<file path="src/hw/rtl/kcrt_pkg.sv">
package kcrt_pkg;

   localparam int SLOTS   = 1024;
   localparam int SLOT_W  = $clog2(SLOTS);
   localparam int DEPTH   = 2 * SLOTS;
   localparam int ADDR_W  = SLOT_W + 1;

   localparam logic OP_SAMPLE = 1'b0;
   localparam logic OP_ROUND  = 1'b1;

   localparam logic [14:0] PCT_FULL = 15'd25600;
   localparam logic [31:0] MAX32    = 32'hFFFF_FFFF;

   typedef struct packed {
      logic        valid;
      logic [31:0] key;
      logic [63:0] busy;
      logic [63:0] total;
      logic [63:0] bytes;
      logic [31:0] faults;
      logic [63:0] tms;
   } entry_type;

   localparam int ENTRY_W = $bits(entry_type);

   typedef enum logic [3:0] {
      ST_CLEAR,
      ST_IDLE,
      ST_INS_RD,
      ST_INS_CHK,
      ST_LK_RD,
      ST_LK_CHK,
      ST_MUL,
      ST_DIV,
      ST_DONE
   } state_type;

   typedef enum logic [1:0] {
      SEL_PCT,
      SEL_BYTE,
      SEL_FAULT
   } sel_type;

   typedef struct packed {
      logic    load;
      logic    round_start;
      logic    clr_step;
      logic    probe_start;
      logic    probe_next;
      logic    rd_en;
      logic    rd_prev;
      logic    wr_entry;
      logic    capture;
      logic    mul;
      sel_type sel;
      logic    div_step;
      logic    commit;
   } cmd_type;

   typedef struct packed {
      logic is_round;
      logic clr_done;
      logic rd_valid;
      logic rd_match;
      logic probe_last;
      logic skip;
      logic div_done;
      logic out_free;
   } status_type;

endpackage

</file>
<file path="src/hw/rtl/kcrt_ctrl.sv">
module kcrt_ctrl (
   input  logic                 clock,
   input  logic                 reset,
   input  logic                 req_valid,
   output logic                 req_ready,
   input  kcrt_pkg::status_type status,
   output kcrt_pkg::cmd_type    cmd
);

   kcrt_pkg::state_type state_ff, state_in;
   kcrt_pkg::sel_type   sel_ff, sel_in;
   logic                last_sel;

   assign last_sel = sel_ff == kcrt_pkg::SEL_FAULT;

   always_comb begin
      state_in = state_ff;
      sel_in   = sel_ff;
      case (state_ff)
         kcrt_pkg::ST_CLEAR: begin
            if (status.clr_done) begin
               state_in = status.is_round ? kcrt_pkg::ST_DONE : kcrt_pkg::ST_IDLE;
            end
         end
         kcrt_pkg::ST_IDLE: begin
            if (req_valid) begin
               state_in = kcrt_pkg::ST_INS_RD;
            end
         end
         kcrt_pkg::ST_INS_RD: begin
            state_in = status.is_round ? kcrt_pkg::ST_CLEAR : kcrt_pkg::ST_INS_CHK;
         end
         kcrt_pkg::ST_INS_CHK: begin
            if (!status.rd_valid || status.rd_match || status.probe_last) begin
               state_in = kcrt_pkg::ST_LK_RD;
            end else begin
               state_in = kcrt_pkg::ST_INS_RD;
            end
         end
         kcrt_pkg::ST_LK_RD: begin
            state_in = kcrt_pkg::ST_LK_CHK;
         end
         kcrt_pkg::ST_LK_CHK: begin
            if (!status.rd_valid) begin
               state_in = kcrt_pkg::ST_DONE;
            end else if (status.rd_match) begin
               state_in = kcrt_pkg::ST_MUL;
               sel_in   = kcrt_pkg::SEL_PCT;
            end else if (status.probe_last) begin
               state_in = kcrt_pkg::ST_DONE;
            end else begin
               state_in = kcrt_pkg::ST_LK_RD;
            end
         end
         kcrt_pkg::ST_MUL: begin
            if (!status.skip) begin
               state_in = kcrt_pkg::ST_DIV;
            end else if (last_sel) begin
               state_in = kcrt_pkg::ST_DONE;
            end else begin
               sel_in = (sel_ff == kcrt_pkg::SEL_PCT) ? kcrt_pkg::SEL_BYTE : kcrt_pkg::SEL_FAULT;
            end
         end
         kcrt_pkg::ST_DIV: begin
            if (status.div_done) begin
               if (last_sel) begin
                  state_in = kcrt_pkg::ST_DONE;
               end else begin
                  state_in = kcrt_pkg::ST_MUL;
                  sel_in   = (sel_ff == kcrt_pkg::SEL_PCT) ? kcrt_pkg::SEL_BYTE
                                                           : kcrt_pkg::SEL_FAULT;
               end
            end
         end
         kcrt_pkg::ST_DONE: begin
            if (status.out_free) begin
               state_in = kcrt_pkg::ST_IDLE;
            end
         end
         default: begin
            state_in = kcrt_pkg::ST_IDLE;
         end
      endcase
   end

   always_comb begin
      cmd       = '0;
      cmd.sel   = sel_ff;
      req_ready = 1'b0;
      case (state_ff)
         kcrt_pkg::ST_CLEAR: begin
            cmd.clr_step = 1'b1;
         end
         kcrt_pkg::ST_IDLE: begin
            req_ready = 1'b1;
            cmd.load  = req_valid;
         end
         kcrt_pkg::ST_INS_RD: begin
            cmd.rd_en       = !status.is_round;
            cmd.round_start = status.is_round;
         end
         kcrt_pkg::ST_INS_CHK: begin
            if (!status.rd_valid || status.rd_match) begin
               cmd.wr_entry    = 1'b1;
               cmd.probe_start = 1'b1;
            end else if (status.probe_last) begin
               cmd.probe_start = 1'b1;
            end else begin
               cmd.probe_next = 1'b1;
            end
         end
         kcrt_pkg::ST_LK_RD: begin
            cmd.rd_en   = 1'b1;
            cmd.rd_prev = 1'b1;
         end
         kcrt_pkg::ST_LK_CHK: begin
            cmd.capture    = status.rd_valid && status.rd_match;
            cmd.probe_next = status.rd_valid && !status.rd_match;
         end
         kcrt_pkg::ST_MUL: begin
            cmd.mul = 1'b1;
         end
         kcrt_pkg::ST_DIV: begin
            cmd.div_step = 1'b1;
         end
         kcrt_pkg::ST_DONE: begin
            cmd.commit = status.out_free;
         end
         default: begin
            cmd = '0;
         end
      endcase
   end

   always_ff @(posedge clock) begin
      if (reset) begin
         state_ff <= kcrt_pkg::ST_CLEAR;
         sel_ff   <= kcrt_pkg::SEL_PCT;
      end else begin
         state_ff <= state_in;
         sel_ff   <= sel_in;
      end
   end

endmodule

</file>
<file path="config.mk">
export PLATFORM = sky130hd
export DESIGN_NAME = kcrt_ctrl
export DESIGN_NICKNAME = d
export VERILOG_FILES = /design/src/hw/rtl/kcrt_pkg.sv /design/src/hw/rtl/kcrt_ctrl.sv
export SDC_FILE = /design/constraint.sdc
export NUM_CORES = 1
export LEC_CHECK = 0
export BUFFER_PORTS_ARGS = -buffer_cell sky130_fd_sc_hd__buf_2
export CAP_MARGIN = 20
export CORE_MARGIN = 2
export CORE_UTILIZATION = 40
export CTS_CLUSTER_DIAMETER = 200
export DETAILED_ROUTE_END_ITERATION = 8
export PLACE_DENSITY = 0.69
export SLEW_MARGIN = 0
export SYNTH_ARGS = -nofsm -noshare
export SYNTH_HDL_FRONTEND = slang
export SYNTH_SLANG_ARGS = --single-unit
</file>
<file path="constraint.sdc">
create_clock -name clock -period 1.36 [get_ports clock]
set_clock_uncertainty 0.15 [all_clocks]
set_input_delay 0.068 -clock clock [delete_from_list [all_inputs] [get_ports clock]]
set_output_delay 0.068 -clock clock [all_outputs]
set_load 0.05 [all_outputs]
</file>
==> metrics.yaml, run 1 <==
synthesis:
  synthesis.nets: 93
  synth_top_flop_cell: "dfxtp_1"
  netlist_area_um2: 561.8
  yosysSeqAreaShare: 0.2138
  synthTopCellsByArea: "dfxtp_1 21%, nor3_1 7.1%, a21oi_1 5.3%"
  synthCells: 82
  netlist.top_cell.by_area: "dfxtp_1"
  yosys_warnings: 0
  async_flop_share: 0
  synth_edf_count: 0
  yosysUniqueCellTypes: 34
  synth.avg_cell_area_um2: 6.851
  synth_top_area_frac: 0.2138
  synth-seq-cells: 6
cts:
  numCtsBuffers: 3
  clockBufferDepth: 2
  h-tree-depth: 1
  cts_root_buf: "clkbuf_4"
  cts_sinks: 6
floorplan:
  rows: 13
  start_util: 0.4317
  dieWidth_um: 41.48
  io_pins: 26
  die_y_um: 41.48
global_routing:
  grt_max_degree: 9
sta:
  worst_endpoint: "state_ff[1]$_SDFFE_PP0P_/D"
  endpoint_type: "register input"
placement:
  pre_cts_slack_ns: -0.2715
  gp_congestion: 0.8400
  dp_hpwl_mm: 1.548
  placed_area_um2: 1001
  io_buffers: 25
run_status:
  haltStage: "5_1_grt"
  status: "aborted with a tool error"
  tool.error: "[ERROR DPL-0038] Utilization greater than 100%, impossible to legalize"
## timing repair
item | in CTS
gates resized for setup | 55
hold endpoints to repair | 4
pin swaps | 7
hold buffers | 1
setup endpoints to repair | 21
buffers inserted | 5
## cell families after synthesis
family          synth area share
compound gates            0.2584
flops                     0.2138
simple gates              0.4276
buf+inv                  0.06458
mux                      0.03564
## synth_stat cells (all sizes together) (2+ instances only)
| cell type | n |
|---|---|
| clkbuf | 2 |
| nor2b | 2 |
| o21ai | 6 |
| nor3 | 8 |
| a21boi | 2 |
| nor2 | 4 |
| nand2 | 7 |
| and3 | 4 |
| a21oi | 6 |
| or3 | 3 |
| inv | 5 |
| mux2i | 2 |
| buf | 2 |
| nand2b | 4 |
| dfxtp | 6 |
| nor4 | 2 |
| nand3b | 2 |
## through the flow
stage	setup TNS [ns]	hold WS (ns)	instances
4_1_cts	-3.970	-0.03275	150
3_5_place_dp	-2.938	0.1420	141
3_3_place_gp	-2.805	0.1433	141
2_1_floorplan	-1.413	-0.02035	82
==> inputs of run 2 (changes only) <==
CORE_AREA = 2 2 63 65   (was default)
CORE_MARGIN = default   (was 2)
CORE_UTILIZATION = default   (was 40)
CTS_CLUSTER_DIAMETER = default   (was 200)
DIE_AREA = 0 0 65 67   (was default)
PLACE_DENSITY = default   (was 0.69)
PLACE_DENSITY_LB_ADDON = 0.15   (was default)
clock period = 1.75 ns   (was 1.36 ns; I/O delays follow)
==> run 2 against run 1 <==
Compared with the run above:
- the flow now finishes without violations
- synthesized cell count unchanged
- area after synthesis unchanged
==> metrics.yaml, run 2 <==
global_routing:
  antenna_found_initial: 0
  grt_pass1_vias: 645
  grt_pass1_wl_mm: 3.153
  grt-ovfl-total: 0
  grt_max_degree: 16
  grt_usage: 0.09476
cts:
  clk_latency_ns: 0.22
  clk_pin_slew_ns: 0.03
  clockBufferDepth: 2  # unchanged
  cts_sinks: 6  # unchanged
  numCtsBuffers: 3  # unchanged
  cts_tree: "yes"
  cts_root_buf: "clkbuf_8"
  h-tree-depth: 1  # unchanged
setup_path:
  cp.arrival_ns: 1.43
  r2r-end: "state_ff[1]$_SDFFE_PP0P_"
  r2r-start: "state_ff[1]$_SDFFE_PP0P_"
  cp_max_fo: 8
  worstRegToRegCells: 5
  endpoint_kind: "primary output"
  required_ns: 1.51
  crit_type: "reg2out"
  r2r_slack_ns: 0.17
  start_kind: "flip-flop"
layout:
  drive_gt1_frac: 0.4615
  postLayoutCoreUtil: 0.2661
  diodes: 0
  fill_cells: 412
  nNetsFinal: 130
  reg.largest.list: "state_ff: 4 flops, sel_ff: 2 flops"
  largest_reg_flops: 4
  regArea_um2: 128.9
  multi_input_area_um2: 474.2
  area_delta_synth_final_pct: 70.82
  largest_register: "state_ff"
  final_common_cell: "buf_2"
  final_cell_mix: "19 x buf_2, 12 x buf_4, 7 x nand2_1"
placement:
  pre_cts_slack_ns: 0.02235  # +0.2939 ns
  io_buffers: 25  # unchanged
  dp_hpwl_mm: 1.581  # +2.1%
  gp_congestion: 0.8119  # -3.3%
sta:
  fin_crit_ns: 1.663
  setup_viol: 0
  rsz0062_at_grt: "false"
  max_freq_ghz: 0.6014
  fin_ws_ns: 0.08724
  finalCritPeriodShare: 0.9501
  tightestPinTransition_ns: 0.3330
  slew_viol_final: 0
  final_hold_viol_count: 0
  holdWs_ns: 0.02550
  relSlewSlack: 0.7763
worst_hold_path:
  holdPathEnd: "state_ff[3]$_SDFFE_PP0P_"
  hold_class: "in2reg"
  worstHoldPathCells: 3
  min_from: "status[0]"
power:
  p_leak_nw: 0.4393
  vdd_drop_max_v: 0.0002298
  p_per_area_nw_per_um2: 690.0
synthesis:
  synthCells: 82  # unchanged
  synth.most_common_cell: "nor3_1"
  async_flop_share: 0  # unchanged
  synth_top_flop_cell: "dfxtp_1"
  synth.avg_cell_area_um2: 6.851  # unchanged
  yosys_warnings: 0  # unchanged
  netlist.top_cell.by_area: "dfxtp_1"
  synthTopCellsByCount: "8 x nor3_1, 7 x nand2_1, 6 x a21oi_1, 6 x dfxtp_1"
  yosysSeqAreaShare: 0.2138  # unchanged
  synth_top_area_frac: 0.2138  # unchanged
  yosysUniqueCellTypes: 34  # unchanged
  netlist_area_um2: 561.8  # unchanged
  synthesis.nets: 93  # unchanged
  synth_edf_count: 0  # unchanged
  synth-seq-cells: 6  # unchanged
  synthTopCellsByArea: "dfxtp_1 21%, nor3_1 7.1%, a21oi_1 5.3%"
floorplan:
  die_area_um2: 4355
  die_y_um: 67  # +62%
  design.core.area_um2: 3606
  dieWidth_um: 65  # +57%
  io_pins: 26  # unchanged
  rows: 22  # +9
  start_util: 0.1558  # -0.2759
drt:
  finalWirelength_mm: 1.910
  ant_nets: 0
  drc_errors: 0
  drt-initial-drc-count: 12
  drtPass1Iterations: 4
  avgRoutedWirePerCell_um: 11.58
  vias_per_cell: 4.267
  vias: 704
run:
  maxCapViolCount: 0
run_status:
  status: "finished clean"
==> run 2: cell counts after synthesis <==
No cell type changed its count.
==> run 2: cell families (layout without fill, tap and decap cells) <==
logic type      count (synthesis)  in the layout  synth area share
compound gates                 23             23            0.2584
buf+inv                         9             44           0.06458
flops                           6              6            0.2138
mux                             2              2           0.03564
simple gates                   42             42            0.4276
==> run 2: timing repair <==
action	CTS	global route
gates resized for setup	7	13
hold buffers	1	0
setup buffers	0	0
hold endpoints to repair	4	0
pin swaps	0	1
endpoints found under the setup margin	9	8
==> run 2: worst max-delay path by stage <==
stage	from	cells after the start	slack [ns]	to
final	state_ff[0]$_SDFFE_PP0P_	4	0.09	cmd[0]
after global routing	state_ff[0]$_SDFFE_PP0P_	6	0.02	cmd[13]
after CTS	state_ff[3]$_SDFFE_PP0P_	4	0.0001	cmd[8]
after detailed placement	state_ff[1]$_SDFFE_PP0P_	5	0.02	state_ff[1]$_SDFFE_PP0P_
after global placement	state_ff[1]$_SDFFE_PP0P_	5	-0.006	state_ff[1]$_SDFFE_PP0P_
after floorplan	state_ff[1]$_SDFFE_PP0P_	3	-0.27	cmd[13]
==> run 2: power by group <==
group	switching, mW	internal (mW)	leakage, nW
sequential	0.0158	0.146	0.0507
combinational	0.180	0.119	0.367
clock	0.0537	0.147	0.0216
total	0.250	0.412	0.439
==> run 2: critical path: stages, from the launching register on <==
cell and delay [ns]:
dfxtp_1 0.32, buf_6 0.14, nor3_1 0.27, and3_1 0.21, buf_2 0.26
==> run 2: layout make-up <==
| class | count | area share |
|---|---|---|
| repair buffers | 36 | 0.2464 |
| inverters | 5 | 0.01956 |
| well taps | 48 | 0.06258 |
| multi-input cells | 67 | 0.4941 |
| clock buffers | 3 | 0.04302 |
| flip-flops and latches | 6 | 0.1343 |
==> run 2: metal layers <==
layer / GRT usage / wire length [um] / vias up
li1: - / - / 370
met1: 0.1241 / 929 / 312
met2: 0.1469 / 872 / 20
met3: 0.01858 / 100 / 2
met4: 0.04787 / 8 / 0
met5: 0 / 0 / -
==> run 2: through the flow <==
step	TNS [ns]	instances	total power, mW	cell area, um^2
2_1_floorplan	-0.2924	82	0.3468	613.1
3_3_place_gp	-0.01190	161	0.4548	855.8
3_5_place_dp	0	161	0.4515	855.8
4_1_cts	0	165	0.6662	927.1
5_1_grt	0	165	0.7061	959.7
6_report	0	165	0.6622	959.7
(Power assumes the default switching activity.)
==> inputs of run 3 (changes only) <==
clock period = 1.9 ns   (was 1.75 ns; I/O delays follow)
==> run 3 against run 2 <==
Compared with the run above:
- clock-buffer cell count stayed put
- combinational power fell by 21%
- worst setup slack better by 0.0020 ns
- final cell count down 1.2%
- register-to-register slack worse by 0.03 ns
- largest power group unchanged
==> metrics.yaml, run 3 (synthesized netlist as in run 2, its figures left out) <==
run_status:
  status: "finished clean"
global_routing:
  grt_usage: 0.08544  # -0.009323
  grt-ovfl-total: 0  # unchanged
  antenna_found_initial: 0  # unchanged
  grt_max_degree: 15  # -1
  grt_pass1_wl_mm: 2.877  # -8.8%
  grt_pass1_vias: 650  # +0.78%
sta:
  fin_crit_ns: 1.811
  max_freq_ghz: 0.5522
  tightestPinTransition_ns: 0.3374  # +0.004397 ns
  holdWs_ns: 0.03123  # +0.005727 ns
  slew_viol_final: 0  # unchanged
  relSlewSlack: 0.7730  # -0.003298
  finalCritPeriodShare: 0.9531
  setup_viol: 0  # unchanged
  final_hold_viol_count: 0  # unchanged
  rsz0062_at_grt: "false"
cts:
  cts_root_buf: "clkbuf_8"
  h-tree-depth: 1  # unchanged
  clk_latency_ns: 0.22  # about the same
  numCtsBuffers: 3  # unchanged
  cts_tree: "yes"
  clockBufferDepth: 2  # unchanged
  post_cts_buffers: 0  # unchanged
  clk_pin_slew_ns: 0.04  # about the same
  cts_sinks: 6  # unchanged
layout:
  reg.largest.list: "state_ff: 4 flops, sel_ff: 2 flops"
  final_cells: 163  # -1.2%
  final_cell_mix: "24 x buf_2, 8 x buf_4, 7 x nand2_1"
  drive_gt1_frac: 0.4087  # -0.05284
  final_common_cell: "buf_2"
  area_delta_synth_final_pct: 56.57
  postLayoutCoreUtil: 0.2439  # -0.02221
  nNetsFinal: 128  # -1.5%
  largest_register: "state_ff"
  largest_reg_flops: 4  # unchanged
  diodes: 0  # unchanged
placement:
  dp_hpwl_mm: 1.498  # -5.2%
  gp_congestion: 0.7646  # -5.8%
  dp.cells: 159  # -1.2%
  io_buffers: 25  # unchanged
floorplan:
  start_util: 0.1558  # unchanged
  design.core.area_um2: 3606  # unchanged
  die_y_um: 67  # unchanged
  rows: 22  # unchanged
  die_area_um2: 4355  # unchanged
  dieWidth_um: 65  # unchanged
  io_pins: 26  # unchanged
drt:
  drc_errors: 0  # unchanged
  finalWirelength_mm: 1.792  # -6.2%
  vias: 680  # -3.4%
  vias_per_cell: 4.172  # -2.2%
  drtPass1Iterations: 3  # -1
  ant_nets: 0  # unchanged
  drt-initial-drc-count: 34  # +22
  avgRoutedWirePerCell_um: 10.99  # -5.0%
power:
  p_per_area_nw_per_um2: 652.6  # -5.4%
  comb_power_share: 0.410  # -0.042
  switchingPower_mw: 0.2133  # -15%
  p_int_mw: 0.3607  # -13%
  clkPwrFrac: 0.322  # +0.019
  p_leak_nw: 0.4181  # -4.8%
  sw_frac_of_total: 0.3716  # -0.005547
  power_frac_seq: 0.267  # +0.022
  vdd_drop_max_v: 0.0002258  # -1.7%
setup_path:
  path_buf_inv: 2  # unchanged
  start_kind: "flip-flop"
  endpoint_kind: "primary output"
  cp_max_fo: 11  # +3
  crit_family: "simple AND/OR/NAND/NOR gates"
  crit_chain: "nand2b_1, buf_4, nor3_2, clkbuf_4"
  required_ns: 1.65  # +0.14 ns
  cp.arrival_ns: 1.57  # +0.14 ns
  critical-path-slowest-cell: "dfxtp_1"
  crit_type: "reg2out"
  cpPeakStageDelay_ns: 0.39  # +0.07 ns
run:
  maxCapViolCount: 0  # unchanged
worst_hold_path:
  hold_class: "in2reg"
==> run 3: cell types whose count changed in the layout (fill, tap and decap cells not counted), moves of 2 or more <==
cell     previous run  this run
buf_2              19        24
buf_4              12         8
buf_6               3         0
dfxtp_4             2         0
nor3_2              2         4
nor3_4              2         0
==> run 3: timing repair <==
action | CTS | global route
hold buffers | 1 | 0
gates resized for setup | 2 | 1
endpoints found under the hold margin | 4 | 0
endpoints found under the setup margin | 4 | 1
==> run 3: area by class of cell <==
| class | instances | area [um^2] |
|---|---|---|
| Fill cell | 409 | 2726 |
| Multi-Input combinational cell | 67 | 439.2 |
| Timing Repair Buffer | 34 | 197.7 |
| Sequential cell | 6 | 122.6 |
| Tap cell | 48 | 60.06 |
| Clock buffer | 3 | 41.29 |
| Inverter | 5 | 18.77 |
==> run 3: per-stage QoR <==
step	power, mW	worst slack [ns]	setup TNS (ns)	area [um^2]
after floorplan	0.3138	-0.1307	-0.2349	595.6
after global placement	0.3929	0.1495	0	823.3
after detailed placement	0.3916	0.1094	0	823.3
after CTS	0.5848	0.04336	0	877.1
after global routing	0.6100	0.001831	0	879.6
final	0.5741	0.08920	0	879.6
==> run 3: routing by layer <==
metal / routed length (um) / global-route usage / up-vias
li1: - / - / 367
met4: 10 / 0.03989 / 0
met5: 0 / 0 / -
met1: 816 / 0.09265 / 298
met2: 869 / 0.1546 / 13
met3: 96 / 0.02196 / 2
==> run 3: path summary, 6_finish.rpt <==
kind                            startpoint                  endpoint  slack, ns  depth (start not counted)
hold reg to reg     sel_ff[1]$_SDFFE_PP0P_    sel_ff[1]$_SDFFE_PP0P_       0.40                          2
setup reg to reg  state_ff[3]$_SDFFE_PP0P_  state_ff[1]$_SDFFE_PP0P_       0.14                          5
hold / removal                   status[0]  state_ff[3]$_SDFFE_PP0P_       0.03                          3
setup / recovery  state_ff[3]$_SDFFE_PP0P_                    cmd[5]       0.09                          4
==> run 3: power by group through the flow <==
stage,Clock (mW),Combinational (mW),Sequential (mW)
detailed placement,0,0.236,0.156
CTS,0.192,0.239,0.154
global placement,0,0.237,0.156
finish,0.185,0.236,0.153
global route,0.198,0.257,0.156
floorplan,0,0.170,0.144
==> run 3: worst reg2reg max path, cell delays in order, from the launching register on <==
cell and delay [ns]:
dfxtp_1 0.49, and4bb_4 0.26, a32oi_1 0.18, nand2_1 0.12, or3_1 0.35, o21ai_1 0.14
